`src/rtl/mnnd_pkg.sv`:
```
// shared constants, codes and control structs for the mean nearest-neighbor distance block
// no dependencies
package mnnd_pkg;

    localparam int DEF_MAX_POINTS = 1024;
    localparam int DEF_MAX_DIM    = 8;

    localparam int COORD_W    = 24;
    localparam int AVG_W      = 32;
    localparam int STATUS_W   = 2;
    localparam int SUM_W      = 48;
    localparam int QCNT_W     = 11;
    localparam int AXIS_W     = 2;
    localparam int DIM_W      = 4;
    localparam int CFG_IDX_W  = 1;
    localparam int CFG_DATA_W = 4;
    localparam int ITER_W     = 6;
    localparam int DIFF_W     = COORD_W + 1;
    localparam int SQ_TERM_W  = 2 * DIFF_W;

    localparam logic [CFG_IDX_W-1:0] REG_AXIS_SELECT     = 1'd0;
    localparam logic [CFG_IDX_W-1:0] REG_DIMENSION_COUNT = 1'd1;

    localparam logic [AXIS_W-1:0] AXIS_ALL    = 2'd0;
    localparam logic [AXIS_W-1:0] AXIS_FIRST  = 2'd1;
    localparam logic [AXIS_W-1:0] AXIS_SECOND = 2'd2;
    localparam logic [AXIS_W-1:0] AXIS_SPARE  = 2'd3;

    localparam logic [DIM_W-1:0] DIM_RESET = 4'd2;

    localparam logic [STATUS_W-1:0] STATUS_OK      = 2'd0;
    localparam logic [STATUS_W-1:0] STATUS_EMPTY   = 2'd1;
    localparam logic [STATUS_W-1:0] STATUS_DROPPED = 2'd2;

    typedef struct packed {
        logic take;
        logic clr_wr;
        logic item_write;
        logic rd;
        logic first_k;
        logic last_k;
        logic first_p;
        logic sqrt_load;
        logic sqrt_step;
        logic accum;
        logic div_load;
        logic div_step;
        logic emit;
    } t_dp_cmd;

    typedef struct packed {
        logic mode;
        logic end_point;
        logic end_set;
        logic ci_zero;
        logic room;
        logic ref_empty;
        logic empty;
        logic out_busy;
    } t_dp_stat;

endpackage

```
`src/rtl/mnnd_ctrl.sv`:
```
// controller state machine: item handling, row clearing, reference scan, sqrt and divide sequencing
// depends on mnnd_pkg
module mnnd_ctrl #(
    parameter int MAX_POINTS = mnnd_pkg::DEF_MAX_POINTS,
    parameter int MAX_DIM    = mnnd_pkg::DEF_MAX_DIM
) (
    input  logic                                       i_clk,
    input  logic                                       i_rst_n,
    input  logic                                       i_in_valid,
    output logic                                       o_in_ready,
    input  mnnd_pkg::t_dp_stat                         i_stat,
    input  logic [$clog2(MAX_POINTS+1)-1:0]            i_ref_cnt,
    input  logic [$clog2(MAX_DIM+1)-1:0]               i_k_lo,
    input  logic [$clog2(MAX_DIM+1)-1:0]               i_k_hi,
    output mnnd_pkg::t_dp_cmd                          o_cmd,
    output logic [$clog2(MAX_DIM+1)-1:0]               o_k,
    output logic [$clog2(MAX_POINTS*MAX_DIM)-1:0]      o_scan_addr
);
    import mnnd_pkg::*;

    localparam int CW     = $clog2(MAX_POINTS + 1);
    localparam int KW     = $clog2(MAX_DIM + 1);
    localparam int AW     = $clog2(MAX_POINTS * MAX_DIM);
    localparam int SQ_RAW = 2 * DIFF_W - 1 + $clog2(MAX_DIM);
    localparam int SQ_W   = SQ_RAW + (SQ_RAW % 2);
    localparam int RW     = SQ_W / 2;
    localparam int DRAIN_CYC = 4;

    typedef enum logic [13:0] {
        S_IDLE      = 14'b00000000000001,
        S_DECIDE    = 14'b00000000000010,
        S_CLEAR     = 14'b00000000000100,
        S_WRITE     = 14'b00000000001000,
        S_START     = 14'b00000000010000,
        S_SCAN      = 14'b00000000100000,
        S_DRAIN     = 14'b00000001000000,
        S_SQRT_LOAD = 14'b00000010000000,
        S_SQRT      = 14'b00000100000000,
        S_ACCUM     = 14'b00001000000000,
        S_CHECK     = 14'b00010000000000,
        S_DIV_LOAD  = 14'b00100000000000,
        S_DIV       = 14'b01000000000000,
        S_EMIT      = 14'b10000000000000
    } t_state;

    t_state          r_state, n_state;
    logic [KW-1:0]   r_k, n_k;
    logic [CW-1:0]   r_p, n_p;
    logic [AW-1:0]   r_base, n_base;
    logic [ITER_W-1:0] r_cnt, n_cnt;
    logic            last_k;
    logic            last_p;

    assign last_k      = (r_k + KW'(1)) == i_k_hi;
    assign last_p      = (r_p + CW'(1)) == i_ref_cnt;
    assign o_k         = r_k;
    assign o_scan_addr = r_base + AW'(r_k);

    always_comb begin
        n_state    = r_state;
        n_k        = r_k;
        n_p        = r_p;
        n_base     = r_base;
        n_cnt      = r_cnt;
        o_cmd      = '0;
        o_in_ready = 1'b0;
        case (r_state)
            S_IDLE: begin
                o_in_ready = 1'b1;
                o_cmd.take = i_in_valid;
                if (i_in_valid) begin
                    n_state = S_DECIDE;
                end
            end
            S_DECIDE: begin
                n_k = '0;
                // a reference point starts: zero its whole row first
                if (!i_stat.mode && i_stat.room && i_stat.ci_zero) begin
                    n_state = S_CLEAR;
                end else begin
                    n_state = S_WRITE;
                end
            end
            S_CLEAR: begin
                o_cmd.clr_wr = 1'b1;
                if (r_k == KW'(MAX_DIM - 1)) begin
                    n_state = S_WRITE;
                end else begin
                    n_k = r_k + KW'(1);
                end
            end
            S_WRITE: begin
                o_cmd.item_write = 1'b1;
                if (i_stat.end_point && i_stat.mode) begin
                    n_state = S_START;
                end else begin
                    n_state = S_IDLE;
                end
            end
            S_START: begin
                n_k    = i_k_lo;
                n_p    = '0;
                n_base = '0;
                if (i_stat.ref_empty) begin
                    n_state = S_CHECK;
                end else begin
                    n_state = S_SCAN;
                end
            end
            S_SCAN: begin
                o_cmd.rd      = 1'b1;
                o_cmd.first_k = (r_k == i_k_lo);
                o_cmd.last_k  = last_k;
                o_cmd.first_p = (r_p == '0);
                if (last_k) begin
                    n_k    = i_k_lo;
                    n_p    = r_p + CW'(1);
                    n_base = r_base + AW'(MAX_DIM);
                    if (last_p) begin
                        n_cnt   = '0;
                        n_state = S_DRAIN;
                    end
                end else begin
                    n_k = r_k + KW'(1);
                end
            end
            S_DRAIN: begin
                // wait for the distance pipeline to settle the minimum
                if (r_cnt == ITER_W'(DRAIN_CYC - 1)) begin
                    n_state = S_SQRT_LOAD;
                end else begin
                    n_cnt = r_cnt + ITER_W'(1);
                end
            end
            S_SQRT_LOAD: begin
                o_cmd.sqrt_load = 1'b1;
                n_cnt           = '0;
                n_state         = S_SQRT;
            end
            S_SQRT: begin
                o_cmd.sqrt_step = 1'b1;
                if (r_cnt == ITER_W'(RW - 1)) begin
                    n_state = S_ACCUM;
                end else begin
                    n_cnt = r_cnt + ITER_W'(1);
                end
            end
            S_ACCUM: begin
                o_cmd.accum = 1'b1;
                n_state     = S_CHECK;
            end
            S_CHECK: begin
                if (i_stat.end_set) begin
                    n_state = i_stat.empty ? S_EMIT : S_DIV_LOAD;
                end else begin
                    n_state = S_IDLE;
                end
            end
            S_DIV_LOAD: begin
                o_cmd.div_load = 1'b1;
                n_cnt          = '0;
                n_state        = S_DIV;
            end
            S_DIV: begin
                o_cmd.div_step = 1'b1;
                if (r_cnt == ITER_W'(SUM_W - 1)) begin
                    n_state = S_EMIT;
                end else begin
                    n_cnt = r_cnt + ITER_W'(1);
                end
            end
            S_EMIT: begin
                if (!i_stat.out_busy) begin
                    o_cmd.emit = 1'b1;
                    n_state    = S_IDLE;
                end
            end
            default: begin
                n_state = S_IDLE;
            end
        endcase
    end

    always_ff @(posedge i_clk) begin
        if (!i_rst_n) begin
            r_state <= S_IDLE;
            r_k     <= '0;
            r_p     <= '0;
            r_base  <= '0;
            r_cnt   <= '0;
        end else begin
            r_state <= n_state;
            r_k     <= n_k;
            r_p     <= n_p;
            r_base  <= n_base;
            r_cnt   <= n_cnt;
        end
    end

endmodule

```
`config.mk`:
```
export PLATFORM = sky130hd
export DESIGN_NAME = mnnd_ctrl
export DESIGN_NICKNAME = d
export VERILOG_FILES = /design/src/rtl/mnnd_pkg.sv /design/src/rtl/mnnd_ctrl.sv
export SDC_FILE = /design/constraint.sdc
export NUM_CORES = 1
export LEC_CHECK = 0
export BUFFER_PORTS_ARGS = -buffer_cell sky130_fd_sc_hd__buf_2
export CORE_MARGIN = 2
export CORE_UTILIZATION = 55
export DETAILED_ROUTE_END_ITERATION = 8
export PLACE_DENSITY = 0.82
export SLEW_MARGIN = 5
export SYNTH_ARGS = -nofsm -noshare
export SYNTH_HDL_FRONTEND = slang
export SYNTH_SLANG_ARGS = --single-unit
export TNS_END_PERCENT = 20
```
`constraint.sdc`:
```
create_clock -name i_clk -period 2.6 [get_ports i_clk]
set_input_delay 0.78 -clock i_clk [delete_from_list [all_inputs] [get_ports i_clk]]
set_output_delay 0.78 -clock i_clk [all_outputs]
set_load 0.05 [all_outputs]
```
[After elaboration in Yosys (flattened, before gate mapping)]
Index checks and enable logic that the tools add are counted.
Operators by class
  reductions and logical operators: 13
  mux-type cells: 39
  equality and inequality tests: 33
  add/subtract/negate cells: 5
Operators by type and width (count)
  14-bit case mux with 14 select lines: 1
  14-bit 2-to-1 mux: 10
  6-bit 2-to-1 mux: 5
  6-bit case mux with 5 select lines: 1
  13-bit case mux with 2 select lines: 1
  2-bit != test, second input constant: 12
  11-bit 2-to-1 mux: 2
  11-bit case mux with 2 select lines: 1
  4-bit 2-to-1 mux: 4
  4-bit case mux with 4 select lines: 1
  14-bit by 1-bit equality test with 1-bit output, second input constant: 1
  14-bit by 10-bit equality test with 1-bit output, second input constant: 1
  14-bit by 11-bit equality test with 1-bit output, second input constant: 1
  14-bit by 12-bit equality test with 1-bit output, second input constant: 1
  14-bit by 13-bit equality test with 1-bit output, second input constant: 1
  14-bit equality test, second input constant: 1
  14-bit by 2-bit equality test with 1-bit output, second input constant: 1
  14-bit by 3-bit equality test with 1-bit output, second input constant: 1
  14-bit by 4-bit equality test with 1-bit output, second input constant: 1
  14-bit by 5-bit equality test with 1-bit output, second input constant: 1
  14-bit by 6-bit equality test with 1-bit output, second input constant: 1
  14-bit by 7-bit equality test with 1-bit output, second input constant: 1
  14-bit by 8-bit equality test with 1-bit output, second input constant: 1
  14-bit by 9-bit equality test with 1-bit output, second input constant: 1
  other kinds (24): 38
Storage, ports and cells
  register bits after elaboration: 48
  output and inout bits: 31
  word-level logic and storage cells: 95
  input bits: 30

[Depth between registers and ports, before layout]
Gate-level depths: netlist of the first run.
  word-level depth: 5
  gate-level depth with buffers: 11
  depth with buffers taken out: 9

[Worst setup path before layout of the first run]
No wires, ideal clock.
  kind: flip-flop to output port
  start: register r_state[2]
  end: output o_cmd[2] (netlist bit)
  buffers on the path: 2
  cell stages (with the launch flop): 7
  arrival time: 2.296 ns
  slack: -0.476 ns
  cell sequence: dfxtp_1 buf_2 nor4_2 and2_0 clkbuf_1 nand2_1 nor3_1
RTL lines
  start, declared: RTL line mnnd_ctrl.sv:46  | t_state r_state, n_state;
  start signal, assigned: RTL line mnnd_ctrl.sv:192  | r_state <= n_state;
  end, declared: RTL line mnnd_ctrl.sv:15  | output mnnd_pkg::t_dp_cmd o_cmd,

==> results of run 1 <==
per-stage QoR:
step                std cells  hold WS (ps)  instance area, um2
floorplan                 422         464.8                3213
global placement          570         482.0                3784
detailed placement        570         500.6                3784
CTS                       580         521.5                3976
global route              584         547.3                4116
finish                    584         520.5                4116
layer usage:
layer | track usage, % | vias up | wire [um]
li1 | - | 1693 | -
met3 | 3.933 | 37 | 691
met5 | 0 | - | 0
met1 | 36.87 | 1652 | 3758
met4 | 8.305 | 0 | 300
met2 | 50.08 | 200 | 4615
cell usage after synthesis, types with 3 or more instances:
library cell,n
nand3_1,33
nor2b_1,4
or2_2,3
nor2_1,50
nand3b_1,6
xor2_1,17
xnor2_1,20
ha_1,7
and4b_1,4
inv_1,14
nand4_1,10
nor4b_1,3
dfxtp_1,45
a211oi_1,3
clkbuf_1,13
nor3_1,7
a31oi_1,7
nor4_2,4
nand4b_1,3
nand2_1,39
buf_2,6
and3_1,7
o21ai_0,23
or3_1,7
a21oi_1,32
buf_4,4
critical path, delay by kind of cell (launching register included):
family                 cells  cell delay [ps]
buffers and inverters      3              470
and+or+nand+nor            3              750
DFF                        1              340
state kept, by name, summed over array words and instances (netlist names):
name	flops
r_state	14
r_p	11
r_base	10
r_cnt	6
o_k	4
worst max path at each step:
stage | slack (ps) | end | cells after the start
3_3_place_gp | -30 | o_cmd[7] | 7
3_5_place_dp | -50 | o_cmd[7] | 7
5_1_grt | -110 | o_cmd[11] | 6
4_1_cts | -50 | o_cmd[10] | 5
6_report | -50 | o_cmd[7] | 6
2_1_floorplan | -360 | o_cmd[7] | 6
cell families after synthesis:
family / after synthesis
adder cells (fa/ha/maj): 7
AO/OA/AOI/OAI: 91
flip-flops: 45
XOR/XNOR: 38
buffers and inverters: 40
AND/OR/NAND/NOR: 199
multiplexers: 2
cell usage in the layout, fill, tap and decap left out, types with 3 or more instances in the layout:
| cell | count |
|---|---|
| and4b_1 | 4 |
| nand3b_1 | 6 |
| clkinvlp_4 | 3 |
| buf_4 | 46 |
| nand2_1 | 37 |
| clkbuf_8 | 5 |
| a21oi_1 | 32 |
| inv_2 | 4 |
| nor2b_1 | 4 |
| a31oi_1 | 7 |
| buf_8 | 4 |
| nor3_1 | 5 |
| or3_1 | 7 |
| xnor2_1 | 20 |
| nand3_1 | 32 |
| nor4_4 | 4 |
| or2_2 | 3 |
| nand4_1 | 10 |
| o21ai_0 | 23 |
| dfxtp_2 | 4 |
| nand4b_1 | 3 |
| buf_2 | 44 |
| nor2_1 | 47 |
| ha_1 | 5 |
| inv_1 | 11 |
| dfxtp_1 | 40 |
| xor2_1 | 17 |
| clkbuf_4 | 5 |
| and3_1 | 4 |
| buf_6 | 7 |
| a211oi_1 | 3 |
report_power, final:
part	internal [mW]	switching, mW	total, mW	leakage, nW
Clock	0.189	0.266	0.455	0.0364
Combinational	0.126	0.162	0.288	1.36
Sequential	0.698	0.0135	0.711	0.365
Total	1.01	0.441	1.45	1.76
cell type report:
cell class                 instances  area [um2]  share of cell area, %
multi-input combinational        337        2223                  54.01
sequential                        45       909.6                  22.10
timing repair buffer             106       742.0                  18.02
tap                               72       90.09                  2.188
clock buffer                       5       68.82                  1.672
inverter                          16       60.06                  1.459
clock inverter                     3       22.52                 0.5471
what timing repair did:
action	CTS	global route
setup buffers	2	4
pin swaps	2	6
endpoints found under the setup margin	13	20
cloned	0	0
resized for setup	30	32
==> impl_metrics.csv, run 1 <==
group,metric,value,unit
placement,dp_slack,-48.48,ps
flow_run,drv_cap,0,
sta,hold_viol,0,
synthesis,synth_warnings,0,
routing,via_per_inst,6.134,
sta,relSlewSlack,60.05,%
power,power.leakage,1.760,nW
placement,io_buffers,60,
sta,min_period,2653,ps
worst_setup_path,max_stage_delay,380,ps
routing,drtIter0Drc,254,
routing,drc,0,
synthesis,synthesis.nets,459,
grt,grt_pass1_vias,3253,
power,peakVddDrop,0.0003363,V
synthesis,syn_inst,422,
power,power.density,353.2,nW/um2
floorplan,rows,27,
floorplan,initial_utilization,57.46,%
synthesis,synth_top_area_share,28.13,%
synthesis,synthArstFlopShare,0,%
worst_hold_path,worstHoldPathCells,2,
synthesis,ys.flop_type,"dfxtp_1",
finish,drive_above_1_share,30.27,%
run_status,status,"finished, violations left",
worst_setup_path,crit_start,"r_state[10]",
sta,rsz0062_at_grt,"yes",
floorplan,die_area,6451,um2
sta,finalCritPeriodShare,102.0,%
worst_setup_path,crit_arrival,1870,ps
worst_setup_path,path_class,"reg2out",
floorplan,die_x,80.32,um
clock_network,cts_tree,"built",
synthesis,ys_ff_latch,45,
clock_network,cts.sink_count,45,
grt,grt_pass1_wl,14950,um
sta,finalSetupViolations,5,
clock_network,clock_path_buffers,2,
routing,ant_nets,0,
synthesis,post-synth-top-area-cell,"dfxtp_1",
clock_network,numCtsBuffers,5,
worst_setup_path,critical_path_required,1820,ps
worst_setup_path,reg2reg_depth,11,
finish,antenna_cells,0,
grt,grt_usage,28.75,%
clock_network,cts.clk_slew.worst_paths,90,ps
sta,clock.fmax,0.3770,GHz
worst_hold_path,hp-start,"r_cnt[1]",
worst_hold_path,hold_path_class,"reg2reg",
synthesis,syn_avg_cell_area,7.590,um2
finish,area_growth,28.52,%
clock_network,insertion_delay,310,ps
synthesis,synth_mux_area_share,0.6250,%
routing,wl_per_cell,16.04,um
synthesis,yosys-top-cells-area,"dfxtp_1, nor2_1, xnor2_1",
clock_network,root_buffer,"clkbuf_8",
synthesis,netlist_area,3203,um2
sta,fin_worst_skew,14.48,ps
finish,nNetsFinal,548,
grt,overflow,0,
routing,drt_wl_total,9366,um
routing,vias,3582,
floorplan,core_area,5574,um2
clock_network,hold_buffers,0,
worst_setup_path,r2r_end,"o_k[0]",
placement,post-dp-hpwl,6769,um
worst_setup_path,crit_chain,"nor4_4 -> buf_4 -> and4_4 -> nand4_1 -> inv_2 -> buf_8",
synthesis,yosys.area_share.simple,34.02,%
sta,tightest_slew,597.0,ps
worst_setup_path,slowest_stage,"nor4_4",
worst_setup_path,reg2reg_slack,150,ps
worst_setup_path,path_max_fanout,4,
sta,slew_violations,0,
floorplan,die_y,80.32,um
power,p_total,1.454,mW
worst_setup_path,timing.rr.start,"r_state[10]",
finish,fillers,445,
synthesis,synth.distinct_cells,64,
worst_setup_path,startpoint_type,"flip-flop",
synthesis,synth-seq-area-share,28.13,%
routing,dr.pass1.iters,6,
synthesis,synth_edf_count,0,
synthesis,synth_fa_ha_area_share,2.734,%
sta,tns,-183.4,ps
grt,grt_max_degree,21,
worst_setup_path,worstSetupEndpointType,"output pin",
clock_network,cts_max_level,2,
finish,fin_util,73.85,%
synthesis,synth_compound_area_share,18.01,%
sta,setup_ws,-52.54,ps
placement,place_congestion,0.9085,
synthesis,synth_xor_xnor_area_share,10.86,%
run_status,failed_checks,"negative setup slack",
worst_hold_path,whs_endpoint,"r_cnt[1]",
grt,antenna_found_initial,0,
floorplan,io_pins,61,
synthesis,synth_top_family_by_area,"simple AND/OR/NAND/NOR gates",
No activity file was read; power rests on OpenSTA's default activity.
==> run 2: changes to the inputs <==
Settings changed: PLACE_DENSITY 0.82 to 0.81.
==> run 2 against run 1 <==
Against the previous run: the flow still finishes with violations (negative setup slack); clock skew decreased by 2.0 ps; routed wire length down 3.3%; final area shrank 0.36%; sequential cell count stayed put; first-iteration DRC count grew 26%; global-route usage down 0.68 points; clock power increased by 42%; highest routed layer unchanged.
==> impl_metrics.csv, run 2 (synthesized netlist as in run 1, its figures left out) <==
group,metric,value,unit
routing,via_per_inst,6.047,
floorplan,core_area,5574,um2
sta,finalSetupViolations,3,
routing,dr.pass1.iters,6,
power,peakVddDrop,0.0003104,V
floorplan,die_area,6451,um2
sta,fin_worst_skew,12.47,ps
worst_setup_path,critPathBufInv,3,
sta,finalCritPeriodShare,102.8,%
finish,nNetsFinal,543,
grt,overflow,0,
worst_setup_path,path_max_fanout,2,
run_status,failed_checks,"negative setup slack",
finish,final_cells,579,
grt,grt_pass1_wl,14460,um
placement,dp_slack,-72.57,ps
clock_network,numCtsBuffers,5,
finish,antenna_cells,0,
worst_setup_path,critical_path_required,1820,ps
grt,antenna_found_initial,0,
clock_network,clock_path_buffers,2,
run_status,status,"finished, violations left",
sta,min_period,2673,ps
finish,fin_util,73.58,%
worst_hold_path,hold_path_class,"reg2reg",
worst_setup_path,path_class,"reg2out",
routing,ant_nets,0,
grt,grt_pass1_vias,3241,
routing,drtIter0Drc,319,
placement,io_buffers,60,
placement,dp_cells,566,
finish,final_cell_mix,"nor2_1, buf_2, buf_4, dfxtp_1, nand2_1",
sta,hold_viol,0,
finish,final_common_cell,"nor2_1",
routing,wl_per_cell,15.64,um
placement,dpl-instance-area,3754,um2
sta,slew_violations,0,
power,power.density,400.3,nW/um2
worst_setup_path,crit_chain,"ha_2 -> xor3_1 -> nor3_2 -> buf_4 -> nand4_1 -> inv_2 -> buf_8",
finish,reg_top3,"r_state x14, r_p x11, r_base x10",
finish,fillers,437,
worst_setup_path,slowest_stage,"xor3_1",
sta,tightest_slew,605.1,ps
floorplan,die_x,80.32,um
sta,clock.fmax,0.3741,GHz
floorplan,die_y,80.32,um
clock_network,cts_max_level,2,
clock_network,insertion_delay,310,ps
floorplan,io_pins,61,
clock_network,cts.clk_slew.worst_paths,90,ps
flow_run,drv_cap,0,
routing,vias,3501,
worst_setup_path,crit_family,"buffers and inverters",
worst_setup_path,startpoint_type,"flip-flop",
finish,fin_area,4101,um2
clock_network,cts_tree,"built",
floorplan,rows,27,
power,power.leakage,1.762,nW
placement,post-dp-hpwl,6562,um
routing,drc,0,
worst_setup_path,worstSetupEndpointType,"output pin",
clock_network,hold_buffers,0,
grt,grt_max_degree,22,
clock_network,root_buffer,"clkbuf_8",
worst_setup_path,max_stage_delay,360,ps
finish,drive_above_1_share,29.39,%
grt,grt_usage,28.07,%
routing,drt_wl_total,9056,um
worst_setup_path,crit_arrival,1890,ps
sta,setup_ws,-72.82,ps
floorplan,initial_utilization,57.46,%
finish,largest-register,"r_state",
sta,rsz0062_at_grt,"yes",
sta,relSlewSlack,59.51,%
finish,largest_register_ffs,14,
power,p_total,1.642,mW
placement,place_congestion,0.8675,
clock_network,cts.sink_count,45,
finish,area_growth,28.05,%
-- run 2: changes by cell type in the layout (fill, tap and decap cells not counted), moves of 2 or more --
cell / before / now
buf_2: 44 / 46
bufinv_16: 0 / 2
clkbuf_4: 5 / 1
clkinvlp_4: 3 / 0
inv_1: 11 / 13
inv_2: 4 / 2
-- run 2: worst paths after layout --
| kind | slack (ps) | cells past startpoint | to | startpoint |
|---|---|---|---|---|
| worst max-delay path | -70 | 7 | o_cmd[7] | o_k[0] |
| worst min-delay path | 520 | 2 | r_cnt[1] | r_cnt[1] |
| worst max register to register | 160 | 7 | r_state[11] | r_p[3] |
| worst min register to register | 520 | 2 | r_cnt[1] | r_cnt[1] |
-- run 2: area by class of cell --
class / count / area, um2 / area share (%)
Clock inverter: 3 / 68.82 / 1.678
Sequential cell: 45 / 913.4 / 22.27
Timing Repair Buffer: 101 / 688.2 / 16.78
Tap cell: 72 / 90.09 / 2.196
Inverter: 16 / 60.06 / 1.464
Multi-Input combinational cell: 337 / 2212 / 53.94
Clock buffer: 5 / 68.82 / 1.678
-- run 2: power by group --
part           internal, mW  switching [mW]  total, mW
combinational         0.122           0.161      0.283
clock                 0.387           0.260      0.647
sequential            0.696          0.0163      0.712
-- run 2: tightest hold or removal path, cell delays in order, from the launching register on --
cell     delay [ps]
dfxtp_1         350
nand2_1          60
mux2i_1          60
-- run 2: per-stage QoR --
step	hold slack (ps)	setup TNS, ps
6_report	518.3	-126.9
5_1_grt	564.6	-392.7
4_1_cts	513.1	-210.8
3_5_place_dp	501.1	-72.57
3_3_place_gp	482.8	-42.38
2_1_floorplan	464.8	-1537
-- run 2: layer usage --
layer	part of all wire [%]	GRT usage, %	vias up
met4	1.7	9.831	0
met1	42	35.02	1648
met2	50	48.92	153
li1	-	-	1682
met3	6.3	4.270	18
met5	0	0	-
-- run 2: timing repair --
item                       in CTS  in global routing
gates cloned                    0                  0
pin swaps                       2                  5
setup endpoints to repair      13                 25
buffers inserted                1                  4
gates resized for setup        30                 29
hold endpoints to repair        0                  0
